**src/rtl/core/rc5d_pkg.sv**
```systemverilog
// Shared types and constants of the RC-5 sampled decoder.
package rc5d_pkg;

    localparam int FRAME_BITS = 13;
    localparam int BITS_LEFT_W = 4;
    localparam int CODE_W = 11;
    localparam int STATUS_W = 2;
    localparam int PADDR_W = 4;
    localparam int PDATA_W = 32;
    localparam int S_TDATA_W = 8;
    localparam int M_TDATA_W = 16;

    localparam logic [15:0] CODE_MASK = 16'h87FF;

    localparam logic [STATUS_W-1:0] STATUS_NONE = 2'd0;
    localparam logic [STATUS_W-1:0] STATUS_NEW = 2'd1;
    localparam logic [STATUS_W-1:0] STATUS_REPEAT = 2'd2;

    localparam logic [1:0] REG_BIT_DELAY = 2'd0;
    localparam logic [1:0] REG_EDGE_TIMEOUT = 2'd1;
    localparam logic [1:0] REG_REPEAT_WINDOW = 2'd2;

    localparam logic FUNC_TICK = 1'b0;
    localparam logic FUNC_READ = 1'b1;

    localparam logic [7:0] BIT_DELAY_RESET = 8'd3;
    localparam logic [7:0] EDGE_TIMEOUT_RESET = 8'd3;
    localparam logic [15:0] REPEAT_WINDOW_RESET = 16'd400;

    typedef struct packed {
        logic [7:0]  bit_delay_ticks;
        logic [7:0]  edge_timeout_ticks;
        logic [15:0] repeat_window_ticks;
    } cfg_t;

    typedef struct packed {
        logic                valid;
        logic [CODE_W-1:0]   code;
        logic [STATUS_W-1:0] status;
    } result_t;

endpackage

```
**src/rtl/core/rc5_ir_sampled_decoder_unit.sv**
```systemverilog
// Top level of the RC-5 infrared decoder driven by pin samples.
//
// Each input beat is either a pin sample tick (s_tuser = 0) or a read request
// (s_tuser = 1); the unit accepts one beat per clock cycle, and every beat is
// handled in the cycle it is accepted. A read produces one result beat in the
// next cycle through a single output register; a tick produces none. Input
// is stalled only while that output register holds a result that has not
// been taken. Bit delay, edge timeout and repeat window are counted in ticks
// and set through the APB port at addresses 0x0, 0x4 and 0x8. No clearing
// pass follows reset.
module rc5_ir_sampled_decoder_unit
    import rc5d_pkg::*;
(
    input  logic                 clk,
    input  logic                 rst_n,
    input  logic                 s_tvalid,
    output logic                 s_tready,
    input  logic [S_TDATA_W-1:0] s_tdata,  // [0] pin_level
    input  logic                 s_tuser,  // [0] func
    output logic                 m_tvalid,
    input  logic                 m_tready,
    output logic [M_TDATA_W-1:0] m_tdata,  // [10:0] code
    output logic [STATUS_W-1:0]  m_tuser,  // [1:0] status
    input  logic                 psel,
    input  logic                 penable,
    input  logic                 pwrite,
    input  logic [PADDR_W-1:0]   paddr,
    input  logic [PDATA_W-1:0]   pwdata,
    output logic [PDATA_W-1:0]   prdata,
    output logic                 pready
);

    cfg_t    cfg;
    result_t result;
    logic    beat;

    assign beat = s_tvalid && s_tready;

    rc5d_cfg_regs u_cfg_regs (
        .clk     (clk),
        .rst_n   (rst_n),
        .psel    (psel),
        .penable (penable),
        .pwrite  (pwrite),
        .paddr   (paddr),
        .pwdata  (pwdata),
        .prdata  (prdata),
        .pready  (pready),
        .cfg     (cfg)
    );

    rc5d_frame_fsm u_frame_fsm (
        .clk       (clk),
        .rst_n     (rst_n),
        .cfg       (cfg),
        .beat      (beat),
        .func      (s_tuser),
        .pin_level (s_tdata[0]),
        .result    (result)
    );

    rc5d_out_reg u_out_reg (
        .clk      (clk),
        .rst_n    (rst_n),
        .beat     (beat),
        .result   (result),
        .in_ready (s_tready),
        .m_tvalid (m_tvalid),
        .m_tready (m_tready),
        .m_tdata  (m_tdata),
        .m_tuser  (m_tuser)
    );

endmodule

```
**src/rtl/core/rc5d_cfg_regs.sv**
```systemverilog
// APB register file holding the decoder timing registers.
module rc5d_cfg_regs
    import rc5d_pkg::*;
(
    input  logic               clk,
    input  logic               rst_n,
    input  logic               psel,
    input  logic               penable,
    input  logic               pwrite,
    input  logic [PADDR_W-1:0] paddr,
    input  logic [PDATA_W-1:0] pwdata,
    output logic [PDATA_W-1:0] prdata,
    output logic               pready,
    output cfg_t               cfg
);

    cfg_t cfg_reg;
    logic wr_en;

    assign pready = 1'b1;
    assign wr_en = psel && penable && pwrite && pready;
    assign cfg = cfg_reg;

    always_ff @(posedge clk or negedge rst_n)
    begin
        if (!rst_n)
        begin
            cfg_reg.bit_delay_ticks <= BIT_DELAY_RESET;
            cfg_reg.edge_timeout_ticks <= EDGE_TIMEOUT_RESET;
            cfg_reg.repeat_window_ticks <= REPEAT_WINDOW_RESET;
        end
        else if (wr_en)
        begin
            unique case (paddr[3:2])
                REG_BIT_DELAY:     cfg_reg.bit_delay_ticks <= pwdata[7:0];
                REG_EDGE_TIMEOUT:  cfg_reg.edge_timeout_ticks <= pwdata[7:0];
                REG_REPEAT_WINDOW: cfg_reg.repeat_window_ticks <= pwdata[15:0];
                default:           ;
            endcase
        end
    end

    always_comb
    begin
        unique case (paddr[3:2])
            REG_BIT_DELAY:     prdata = {24'd0, cfg_reg.bit_delay_ticks};
            REG_EDGE_TIMEOUT:  prdata = {24'd0, cfg_reg.edge_timeout_ticks};
            REG_REPEAT_WINDOW: prdata = {16'd0, cfg_reg.repeat_window_ticks};
            default:           prdata = '0;
        endcase
    end

endmodule

```
**src/rtl/core/rc5d_frame_fsm.sv**
```systemverilog
// Frame state machine: edge timing, bit shifting, repeat check and code hold.
module rc5d_frame_fsm
    import rc5d_pkg::*;
(
    input  logic    clk,
    input  logic    rst_n,
    input  cfg_t    cfg,
    input  logic    beat,
    input  logic    func,
    input  logic    pin_level,
    output result_t result
);

    typedef enum logic [1:0] {
        PH_STANDBY  = 2'd0,
        PH_DELAYING = 2'd1,
        PH_WAITING  = 2'd2,
        PH_REPEAT   = 2'd3
    } phase_t;

    localparam logic [1:0] MARK_NONE = 2'd0;
    localparam logic [1:0] MARK_SEEN = 2'd1;
    localparam logic [1:0] MARK_CHECK = 2'd2;
    localparam logic [BITS_LEFT_W-1:0] BITS_FULL = BITS_LEFT_W'(FRAME_BITS);

    phase_t                 phase_reg, phase_next;
    logic [7:0]             tick_count_reg, tick_count_next;
    logic [BITS_LEFT_W-1:0] bits_left_reg, bits_left_next;
    logic                   last_level_reg, last_level_next;
    logic [FRAME_BITS-1:0]  shift_word_reg, shift_word_next;
    logic [FRAME_BITS-1:0]  held_code_reg, held_code_next;
    logic                   code_pending_reg, code_pending_next;
    logic [1:0]             repeat_mark_reg, repeat_mark_next;
    logic [15:0]            repeat_timer_reg, repeat_timer_next;
    logic                   active;
    logic [7:0]             tick_inc;
    logic [15:0]            held_masked;

    assign active = ~pin_level;
    assign tick_inc = tick_count_reg + 8'd1;
    assign held_masked = 16'(held_code_reg) & CODE_MASK;

    always_comb
    begin
        phase_next = phase_reg;
        tick_count_next = tick_count_reg;
        bits_left_next = bits_left_reg;
        last_level_next = last_level_reg;
        shift_word_next = shift_word_reg;
        held_code_next = held_code_reg;
        code_pending_next = code_pending_reg;
        repeat_mark_next = repeat_mark_reg;
        repeat_timer_next = repeat_timer_reg;
        result.valid = 1'b0;
        result.code = '0;
        result.status = STATUS_NONE;

        if (func == FUNC_TICK)
        begin
            unique case (phase_reg)
                PH_STANDBY:
                begin
                    if (active)
                        phase_next = PH_DELAYING;
                end
                PH_DELAYING:
                begin
                    tick_count_next = tick_inc;
                    if (tick_inc > cfg.bit_delay_ticks)
                    begin
                        tick_count_next = '0;
                        if (bits_left_reg == '0)
                        begin
                            bits_left_next = BITS_FULL;
                            phase_next = PH_REPEAT;
                        end
                        else
                        begin
                            last_level_next = active;
                            phase_next = PH_WAITING;
                        end
                    end
                end
                PH_WAITING:
                begin
                    if (active != last_level_reg)
                    begin
                        bits_left_next = bits_left_reg - 1'b1;
                        if (active)
                            shift_word_next[bits_left_next] = 1'b1;
                        tick_count_next = '0;
                        phase_next = PH_DELAYING;
                    end
                    else
                    begin
                        tick_count_next = tick_inc;
                        if (tick_inc > cfg.edge_timeout_ticks)
                        begin
                            tick_count_next = '0;
                            shift_word_next = '0;
                            bits_left_next = BITS_FULL;
                            phase_next = PH_STANDBY;
                        end
                    end
                end
                PH_REPEAT:
                begin
                    if (repeat_mark_reg != MARK_NONE)
                    begin
                        if (shift_word_reg == held_code_reg)
                        begin
                            repeat_timer_next = '0;
                            repeat_mark_next = MARK_SEEN;
                        end
                        else
                            repeat_mark_next = MARK_NONE;
                    end
                    if (repeat_mark_next == MARK_NONE && !code_pending_reg)
                    begin
                        held_code_next = shift_word_reg;
                        repeat_timer_next = '0;
                        repeat_mark_next = MARK_CHECK;
                        code_pending_next = 1'b1;
                    end
                    shift_word_next = '0;
                    phase_next = PH_STANDBY;
                end
                default: ;
            endcase

            if (repeat_timer_next < cfg.repeat_window_ticks)
                repeat_timer_next = repeat_timer_next + 16'd1;
            else
                repeat_mark_next = MARK_NONE;
        end
        else
        begin
            result.valid = 1'b1;
            if (code_pending_reg)
            begin
                result.code = held_masked[CODE_W-1:0];
                result.status = STATUS_NEW;
                code_pending_next = 1'b0;
            end
            else if (repeat_mark_reg == MARK_SEEN)
                result.status = STATUS_REPEAT;
        end
    end

    always_ff @(posedge clk or negedge rst_n)
    begin
        if (!rst_n)
        begin
            phase_reg <= PH_STANDBY;
            tick_count_reg <= '0;
            bits_left_reg <= BITS_FULL;
            last_level_reg <= 1'b0;
            shift_word_reg <= '0;
            held_code_reg <= '0;
            code_pending_reg <= 1'b0;
            repeat_mark_reg <= MARK_NONE;
            repeat_timer_reg <= '0;
        end
        else if (beat)
        begin
            phase_reg <= phase_next;
            tick_count_reg <= tick_count_next;
            bits_left_reg <= bits_left_next;
            last_level_reg <= last_level_next;
            shift_word_reg <= shift_word_next;
            held_code_reg <= held_code_next;
            code_pending_reg <= code_pending_next;
            repeat_mark_reg <= repeat_mark_next;
            repeat_timer_reg <= repeat_timer_next;
        end
    end

endmodule

```
**src/rtl/core/rc5d_out_reg.sv**
```systemverilog
// Result register between the decoder and the output stream.
module rc5d_out_reg
    import rc5d_pkg::*;
(
    input  logic                 clk,
    input  logic                 rst_n,
    input  logic                 beat,
    input  result_t              result,
    output logic                 in_ready,
    output logic                 m_tvalid,
    input  logic                 m_tready,
    output logic [M_TDATA_W-1:0] m_tdata,
    output logic [STATUS_W-1:0]  m_tuser
);

    logic                valid_reg;
    logic [CODE_W-1:0]   code_reg;
    logic [STATUS_W-1:0] status_reg;

    assign in_ready = !valid_reg || m_tready;
    assign m_tvalid = valid_reg;
    assign m_tdata = M_TDATA_W'(code_reg);
    assign m_tuser = status_reg;

    always_ff @(posedge clk or negedge rst_n)
    begin
        if (!rst_n)
            valid_reg <= 1'b0;
        else if (beat)
            valid_reg <= result.valid;
        else if (m_tready)
            valid_reg <= 1'b0;
    end

    always_ff @(posedge clk)
    begin
        if (beat && result.valid)
        begin
            code_reg <= result.code;
            status_reg <= result.status;
        end
    end

endmodule

```
**config.mk**
```make
export PLATFORM = sky130hd
export DESIGN_NAME = rc5_ir_sampled_decoder_unit
export DESIGN_NICKNAME = d
export VERILOG_FILES = /design/src/rtl/core/rc5d_pkg.sv /design/src/rtl/core/rc5_ir_sampled_decoder_unit.sv /design/src/rtl/core/rc5d_cfg_regs.sv /design/src/rtl/core/rc5d_frame_fsm.sv /design/src/rtl/core/rc5d_out_reg.sv
export SDC_FILE = /design/constraint.sdc
export NUM_CORES = 1
export LEC_CHECK = 0
export ABC_AREA = 1
export BUFFER_PORTS_ARGS = -buffer_cell sky130_fd_sc_hd__buf_4
export CORE_MARGIN = 5
export CORE_UTILIZATION = 55
export DETAILED_ROUTE_END_ITERATION = 8
export MAX_ROUTING_LAYER = met4
export PLACE_DENSITY = 0.78
export SKIP_CTS_REPAIR_TIMING = 1
export SLEW_MARGIN = 30
export SYNTH_ARGS = -nofsm -noshare
export SYNTH_HDL_FRONTEND = slang
export SYNTH_HIERARCHICAL = 1
export SYNTH_SLANG_ARGS = --single-unit
export TNS_END_PERCENT = 100
```
**constraint.sdc**
```tcl
create_clock -name clk -period 3.44 [get_ports clk]
set_input_delay 0.516 -clock clk [delete_from_list [all_inputs] [get_ports clk]]
set_output_delay 0.516 -clock clk [all_outputs]
set_load 0.03 [all_outputs]
```
==> results of run 1 <==
per-layer routing:
metal  vias up  global-route usage, %  share of wire, %
li1       2821                      -                 -
met5         -                      -                 0
met2       165                   31.7                46
met3        16                   3.36               5.8
met1      2536                   26.7                46
met4         0                   6.81               1.5
synth_stat cells (3+ instances only):
master,n
o21ai_0,35
inv_2,6
dfstp_2,10
inv_1,149
nand4_1,38
ha_1,42
nand2_2,3
conb_1,3
nand3_1,37
a21oi_1,32
nand2_1,276
nor3_1,8
xnor2_1,4
dfrtp_1,83
buf_2,5
clkbuf_1,6
buf_4,24
nor2_1,72
nor2_2,4
edfxtp_1,13
xor2_1,6
cells by family (layout without fill, tap and decap cells):
kind of cell / count (synthesis) / in the layout / synth area share [%]
adders and majority gates: 42 / 42 / 8.03
AOI/OAI and AO/OA: 75 / 75 / 6.15
DFF: 106 / 106 / 41.7
other: 3 / 22 / 0.172
xor gates and xnor gates: 10 / 10 / 1.34
and+or+nand+nor: 448 / 448 / 29.4
buffers and inverters: 196 / 241 / 13.2
stage by stage:
stage / hold WS (ns) / instance area (um^2) / utilization, % / worst slack [ns]
floorplan: 0.220 / 6620 / - / 0.548
detailed placement: 0.460 / 7040 / 60.9 / 0.309
CTS: 0.304 / 7360 / 63.6 / 0.277
global placement: 0.455 / 7040 / 60.9 / 0.404
global route: 0.346 / 7370 / 63.7 / 0.0469
finish: 0.263 / 7370 / 63.7 / 0.398
report_power, final:
part,leakage [uW],switching (uW),internal (uW)
logic,0.00255,1550,836
clock network,0.000156,460,638
registers,0.00128,287,1700
worst max-delay path by stage:
stage | from | end | slack (ns) | cells after the start
after floorplan | u_frame_fsm/tick_count_reg[2] | u_frame_fsm/shift_word_reg[10] | 0.55 | 18
after global placement | u_frame_fsm/tick_count_reg[0] | u_frame_fsm/bits_left_reg[0] | 0.40 | 18
after detailed placement | u_frame_fsm/tick_count_reg[0] | u_frame_fsm/bits_left_reg[3] | 0.31 | 18
after CTS | u_frame_fsm/tick_count_reg[0] | u_frame_fsm/bits_left_reg[3] | 0.28 | 18
after global routing | u_frame_fsm/tick_count_reg[0] | u_frame_fsm/tick_count_reg[5] | 0.05 | 16
final | u_frame_fsm/shift_word_reg[5] | u_frame_fsm/repeat_timer_reg[4] | 0.40 | 18
area by class of cell:
cell class	count	area [um^2]	share of cell area (%)
clock buffers	9	225	3.06
flip-flops and latches	106	2730	37.1
multi-input cells	597	3030	41.1
clock inverters	6	91.3	1.24
well taps	143	179	2.43
repair buffers	68	510	6.93
inverters	158	601	8.15
placed cells by master, fill, tap and decap left out, types with 8 or more instances in the layout:
cell type,instances
o21ai_0,35
ha_1,42
dfstp_2,10
conb_1,22
clkbuf_16,9
inv_1,149
buf_4,68
nand4_1,38
nor3_1,8
nand2_1,276
nor2_1,72
a21oi_1,31
nand3_1,37
edfxtp_1,13
dfrtp_1,83
==> reports/metrics.yaml, run 1 <==
drt_pass1_iterations: 7
period_needed_ns: 3.04
synth_top_area_share_pct: 31.7
crit_required_ns: 3.73
post-route-period-util_pct: 88.4
crit_chain: "inv_1 -> nand2_1 -> nand2_1 -> nor2_1 -> nand2_1 -> nor2_2 -> nand3_2 -> nand2_4 -> buf_4 -> nor2_1 -> ha_1 -> a21oi_1 -> o21ai_0 -> nand4_1 -> o2111ai_1 -> a21oi_4 -> nand4_1 -> nand2_1"
die_area_um2: 14200
worstPathArrival_ns: 3.33
ys.flop_type: "dfrtp_1"
hold_viol_final: 0
layout-drive-gt1-share_pct: 12.5
vias: 5538
n_antenna_cell: 0
drc: 0
hold_path.class: "in2async"
initial_utilization_pct: 56.6
cts.clk_slew.worst_paths_ns: 0.07
instances_no_fill: 1087
nFillCells: 1026
antenna_found_initial: 0
slowest_stage: "a21oi_4"
slew_viol_final: 0
setup_viol: 0
synth-edff-count: 13
reg2reg_slack_ns: 0.40
vias_per_cell: 5.09
drt_iter0_drc: 339
synth-seq-cells: 106
syn_area_per_cell_um2: 7.44
grt_setup_unrepaired: "false"
fin_skew_ns: 0.00664
io_pins: 105
yosysSeqAreaShare_pct: 41.7
largest_reg_flops: 32
cp_max_fo: 16
leakage_uw: 0.00398
ant_nets: 0
slew_headroom_pct: 43.5
cts_inserted_buffers: 9
ir_drop_v: 0.000322
yosysUniqueCellTypes: 39
num_rows: 39
die_y_um: 119
placedCellCount: 1072
cts_sinks: 106
async_flop_share_pct: 87.7
post-dp-hpwl_um: 10200
status: "finished clean"
maxCapViolations: 0
clock_latency_ns: 0.35
rr_worst_depth: 18
grt-ovfl-total: 0
worst_pin_slew_ns: 0.848
critPathBufInv: 2
cpMostUsedCell: "nand2_1"
grt_max_degree: 67
layout.nets: 1034
yosysTopAreaCell: "dfrtp_1"
max_freq_mhz: 329
area_delta_synth_final_pct: 12.5
core_area_um2: 11600
max_stage_delay_ns: 0.46
p_total_uw: 5460
htree_levels: 3
worstReg2RegStart: "u_frame_fsm/shift_word_reg[5]"
finalSetupTns_ns: 0
critPathTopFamily: "simple AND/OR/NAND/NOR gates"
power.density_nw_per_um2: 742
ys_top_cells_by_area: "dfrtp_1 (32%), nand2_1 (16%), inv_1 (8.5%), ha_1 (8.0%), edfxtp_1 (6.0%)"
worstSetupPathType: "reg2reg"
grt_pass1_wl_um: 23300
synth_cells: 880
cp-start-kind: "flop"
r2r-end: "u_frame_fsm/repeat_timer_reg[4]"
wl_um: 13700
die_w_um: 119
ys_warn_count: 6
cts_root_buf: "clkbuf_16"
clockBufferDepth: 2
io_buffers: 57
grt_pass1_vias: 5158
cts_tree: "yes"
crit_path_end_kind: "flop"
globalplace.congestion: 0.931
netlist_area_um2: 6550
wl_per_cell_um: 12.6
grtUsageTotal_pct: 20.2
Note: power is estimated with default switching activity, not from simulation.
==> run 2: changes to the inputs <==
==> constraint.sdc (replaced) <==
create_clock -name clk -period 3.2 [get_ports clk]
set_input_delay 0 -clock clk [delete_from_list [all_inputs] [get_ports clk]]
set_output_delay 0 -clock clk [all_outputs]
set_load 0.03 [all_outputs]
==> reports/metrics.yaml, run 2 (synthesis gave the netlist of run 1 again) <==
p_seq_share_pct: 35.4  # -0.9 points
finalSetupTns_ns: 0  # unchanged
utilization_pct: 66.1  # +2.4 points
hold_viol_final: 0  # unchanged
grtUsageTotal_pct: 20.8  # +0.57 points
vias_per_cell: 5.09  # about the same
die_w_um: 119  # unchanged
p_switching_uw: 2550  # +11%
cts_tree: "yes"
cts_sinks: 106  # unchanged
setup_ws_ns: 0.312  # -0.0861 ns
die_y_um: 119  # unchanged
post-dp-hpwl_um: 10300  # +1.1%
wl_per_cell_um: 12.8  # +1.7%
worstPathArrival_ns: 3.17  # -0.16 ns
p_int_uw: 3470  # +9.3%
layout_common_cells: "nand2_1 (276), inv_1 (149), dfrtp_1 (83)"
crit_chain: "inv_1 -> nor3_2 -> nand3_2 -> nor2_1 -> nand2_1 -> xor2_1 -> inv_1 -> ha_1 -> nand2_1 -> o21ai_1 -> a21oi_1 -> o211ai_1 -> nand2_1 -> a21oi_1 -> inv_1 -> a21oi_4 -> o21ai_0 -> o21ai_0"
slowest_stage: "dfrtp_1"
crit_required_ns: 3.48  # -0.25 ns
cts_root_buf: "clkbuf_16"
fin_skew_ns: 0.00982  # +0.00319 ns
comb_power_share_pct: 45.6  # +2.0 points
io_pins: 105  # unchanged
layout-drive-gt1-share_pct: 13.1  # +0.58 points
dp_slack_ns: 0.0360  # -0.273 ns
grt_setup_unrepaired: "false"
grt_pass1_wl_um: 23800  # +2.3%
area_delta_synth_final_pct: 16.8
drt_pass1_iterations: 7  # unchanged
switching_share_pct: 42.4  # +0.41 points
clockBufferDepth: 2  # unchanged
critPathBufInv: 3  # +1
n_antenna_cell: 0  # unchanged
max_stage_delay_ns: 0.40  # -0.06 ns
critPathTopFamily: "compound AO/OA/AOI/OAI gates"
hold_path.class: "in2reg"
setup_viol: 0  # unchanged
cp_max_fo: 8  # -8
die_area_um2: 14200  # unchanged
globalplace.congestion: 0.917  # -1.5%
htree_levels: 3  # unchanged
clock_power_share_pct: 19.1  # -1.0 points
vias: 5671  # +2.4%
mostFrequentLayoutCell: "nand2_1"
crit_path_end_kind: "flop"
dpl_cell_area_um2: 7090  # +0.71%
drt_iter0_drc: 317  # -6.5%
layout.nets: 1060  # +2.5%
reg2reg_slack_ns: 0.31  # -0.09 ns
grt_max_degree: 58  # -13%
initial_utilization_pct: 56.6  # unchanged
leakage_uw: 0.00409  # +2.7%
io_buffers: 57  # unchanged
worstSetupPathType: "reg2reg"
status: "finished clean"
core_area_um2: 11600  # unchanged
cts_inserted_buffers: 9  # unchanged
worst_pin_slew_ns: 0.753  # -0.0945 ns
ant_nets: 0  # unchanged
p_total_uw: 6020  # +10%
post-route-period-util_pct: 90.3  # +1.8 points
num_rows: 39  # unchanged
drc: 0  # unchanged
post-route-cell-area_um2: 7650  # +3.8%
cp-start-kind: "flop"
ir_drop_v: 0.000435  # +35%
grt_pass1_vias: 5189  # +0.60%
antenna_found_initial: 0  # unchanged
clock_latency_ns: 0.35  # about the same
cts.clk_slew.worst_paths_ns: 0.08  # about the same
slew_viol_final: 0  # unchanged
slew_headroom_pct: 49.8  # +6.3 points
wl_um: 14300  # +4.2%
power.density_nw_per_um2: 787  # +6.1%
max_freq_mhz: 346  # +5.3%
maxCapViolations: 0  # unchanged
period_needed_ns: 2.89  # -0.154 ns
largest_reg_flops: 32  # unchanged
grt-ovfl-total: 0  # unchanged
## run 2: metal layers
metal / part of all wire, % / GRT usage [%] / vias up / wire length, um
met5: 0 / - / - / 0
met4: 1.5 / 5.29 / 0 / 212
met1: 44 / 27.0 / 2591 / 6340
met3: 5.9 / 3.89 / 18 / 840
li1: - / - / 2873 / -
met2: 48 / 33.7 / 189 / 6860
## run 2: worst reg2reg max path, cell delays in order, from the launching register on
cell and delay [ns]:
dfrtp_1 0.40, inv_1 0.08, nor3_2 0.24, nand3_2 0.12, nor2_1 0.10, nand2_1 0.06
xor2_1 0.12, inv_1 0.09, ha_1 0.33, nand2_1 0.08, o21ai_1 0.14, a21oi_1 0.06
o211ai_1 0.20, nand2_1 0.11, a21oi_1 0.15, inv_1 0.12, a21oi_4 0.21, o21ai_0 0.11
o21ai_0 0.09
## run 2: cell type report
type | count | area (um^2)
clock buffers | 10 | 229
clock inverters | 6 | 82.6
fillers | 994 | 3920
inverters | 158 | 601
multi-input cells | 597 | 3050
flip-flops and latches | 106 | 2730
well taps | 143 | 179
repair buffers | 94 | 771
## run 2: worst paths after layout
check	to	startpoint	depth (start not counted)
worst max-delay path	u_frame_fsm/bits_left_reg[0]	u_frame_fsm/tick_count_reg[2]	18
worst max register to register	u_frame_fsm/bits_left_reg[0]	u_frame_fsm/tick_count_reg[2]	18
worst min-delay path	u_cfg_regs/cfg[7]	penable	5
worst min register to register	u_cfg_regs/cfg[7]	u_cfg_regs/cfg[7]	2
min in group asynchronous	u_frame_fsm/tick_count_reg[5]	rst_n	2
max in group asynchronous	u_cfg_regs/cfg[7]	rst_n	3
## run 2: power by group through the flow
stage               registers, uW  clock network [uW]  logic [uW]
floorplan                    2090                   0        1980
global placement             2130                   0        2580
detailed placement           2140                   0        2660
CTS                          2120                1180        2690
global route                 2190                1220        3140
finish                       2130                1150        2740
## run 2: per-stage QoR
step / hold slack, ns / cells
floorplan: -0.296 / 899
global placement: 0.114 / 1077
detailed placement: 0.117 / 1077
CTS: -0.271 / 1093
global route: 0.0515 / 1114
finish: 0.0436 / 1114
==> run 3: changes to the inputs <==
- CTS_BUF_LIST: default -> sky130_fd_sc_hd__clkbuf_8
- REMOVE_ABC_BUFFERS: default -> 1
==> reports/metrics.yaml, run 3 (synthesis gave the netlist of run 1 again) <==
p_switching_uw: 2550  # about the same
mostFrequentLayoutCell: "nand2_1"
grt_pass1_vias: 5250  # +1.2%
critPathTopFamily: "compound AO/OA/AOI/OAI gates"
core_area_um2: 11600  # unchanged
rr_worst_depth: 18  # unchanged
grt-ovfl-total: 0  # unchanged
die_area_um2: 14200  # unchanged
die_w_um: 119  # unchanged
n_antenna_cell: 0  # unchanged
crit_chain: "inv_1 -> nor3_2 -> nand3_1 -> nor2_1 -> nand2_1 -> xor2_1 -> inv_1 -> ha_1 -> nand2_1 -> o21ai_0 -> a21oi_1 -> o211ai_1 -> nand2_1 -> a21oi_1 -> inv_1 -> a21oi_4 -> o21ai_0 -> o21ai_0"
vias: 5655  # -0.28%
cp_max_fo: 8  # unchanged
worstPathArrival_ns: 3.19  # +0.02 ns
setup_viol: 0  # unchanged
power.density_nw_per_um2: 754  # -4.1%
fin_skew_ns: 0.0148  # +0.00498 ns
utilization_pct: 65.5  # -0.66 points
finalSetupTns_ns: 0  # unchanged
grtUsageTotal_pct: 20.8  # +0.061 points
hold_viol_final: 2  # +2
nFillCells: 969  # -2.5%
layout_common_cells: "nand2_1 (276), inv_1 (149), dfrtp_1 (83)"
wl_per_cell_um: 12.8  # -0.17%
reg2reg_slack_ns: 0.35  # +0.03 ns
setup_ws_ns: 0.345  # +0.0336 ns
crit_path_end_kind: "flop"
num_rows: 39  # unchanged
drc: 0  # unchanged
io_buffers: 57  # unchanged
grt_setup_unrepaired: "false"
cp.depth: 18  # unchanged
cts_tree: "yes"
switching_share_pct: 44.7  # +2.3 points
area_delta_synth_final_pct: 15.6
comb_power_share_pct: 48.2  # +2.6 points
leakage_uw: 0.00407  # -0.67%
p_seq_share_pct: 37.3  # +1.9 points
grt_max_degree: 73  # +26%
io_pins: 105  # unchanged
grt_pass1_wl_um: 23900  # +0.69%
clock_latency_ns: 0.40  # +0.05 ns
die_y_um: 119  # unchanged
max_stage_delay_ns: 0.39  # about the same
cts.clk_slew.worst_paths_ns: 0.12  # +0.04 ns
critPathBufInv: 3  # unchanged
ant_nets: 0  # unchanged
largest_reg_flops: 32  # unchanged
drt_iter0_drc: 377  # +19%
violations: "hold timing"
p_total_uw: 5710  # -5.1%
clockBufferDepth: 2  # unchanged
vias_per_cell: 5.06  # -0.55%
drt_pass1_iterations: 7  # unchanged
wl_um: 14300  # about the same
crit_required_ns: 3.54  # +0.06 ns
ir_drop_v: 0.000495  # +14%
slew_viol_final: 0  # unchanged
htree_levels: 3  # unchanged
worstSetupPathType: "reg2reg"
layout-drive-gt1-share_pct: 12.9  # -0.14 points
globalplace.congestion: 0.905  # -1.4%
status: "complete, but fails checks"
cts_root_buf: "clkbuf_8"
max_freq_mhz: 350  # +1.2%
post-dp-hpwl_um: 10100  # -1.3%
layout.nets: 1063  # +0.28%
antenna_found_initial: 0  # unchanged
hold-path-cell-count: 5  # unchanged
post-route-period-util_pct: 89.2  # -1.1 points
period_needed_ns: 2.85  # -0.0336 ns
clock_power_share_pct: 14.5  # -4.6 points
slew_headroom_pct: 56.0  # +6.2 points
worst_pin_slew_ns: 0.660  # -0.0936 ns
hold_slack_ns: -0.00882  # -0.0524 ns
cp-start-kind: "flop"
cts_sinks: 106  # unchanged
p_int_uw: 3160  # -8.9%
dp_slack_ns: 0.124  # +0.0883 ns
cts_inserted_buffers: 9  # unchanged
slowest_stage: "dfrtp_1"
hold_path.class: "in2reg"
maxCapViolations: 0  # unchanged
initial_utilization_pct: 56.6  # unchanged
## run 3: changes by cell type in the layout (fill, tap and decap cells not counted), sizes merged
cell         before  now
dlygate4sd3      21   23
buf              73   74
bufinv            1    0
clkbuf           10    9
clkinv            3    4
inv             159  160
## run 3: power by group through the flow
stage          Clock, uW  Combinational [uW]  Sequential [uW]
3_5_place_dp           0                2570             2150
5_1_grt              913                3170             2190
4_1_cts              850                2580             2130
3_3_place_gp           0                2490             2140
6_report             828                2750             2130
2_1_floorplan          0                1900             2090
## run 3: area by class of cell
class / instances / area, um^2 / area share (%)
timing repair buffer: 97 / 815 / 10.8
clock buffer: 9 / 124 / 1.64
inverter: 158 / 601 / 7.93
sequential: 106 / 2730 / 36.1
tap: 143 / 179 / 2.36
clock inverter: 7 / 70.1 / 0.926
multi-input combinational: 597 / 3050 / 40.3
## run 3: tightest hold or removal path: cells and delay by family
| kind | cells | cell delay (ns) |
|---|---|---|
| buffers and inverters | 1 | 0.12 |
| and+or+nand+nor | 4 | 0.27 |
## run 3: metrics by stage
step	instance area, um^2	hold slack (ns)	std cells
floorplan	6350	-0.296	861
global placement	7060	0.188	1074
detailed placement	7060	0.194	1074
CTS	7250	-0.255	1090
global route	7570	0.00679	1117
finish	7570	-0.00882	1117
## run 3: per-layer routing
metal	wire [um]	part of all wire, %	global-route usage, %	vias up
met5	0	0	-	-
met3	839	5.9	4.08	19
met2	6640	47	32.9	162
met4	238	1.7	6.30	0
li1	-	-	-	2892
met1	6550	46	27.3	2582
## run 3: final timing paths
check	from	end
max	u_frame_fsm/tick_count_reg[2]	u_frame_fsm/bits_left_reg[2]
min	penable	u_cfg_regs/cfg[4]
max reg2reg	u_frame_fsm/tick_count_reg[2]	u_frame_fsm/bits_left_reg[2]
min reg2reg	u_cfg_regs/cfg[17]	u_cfg_regs/cfg[17]
max in group asynchronous	rst_n	u_frame_fsm/bits_left_reg[2]
min in group asynchronous	rst_n	u_frame_fsm/shift_word_reg[3]
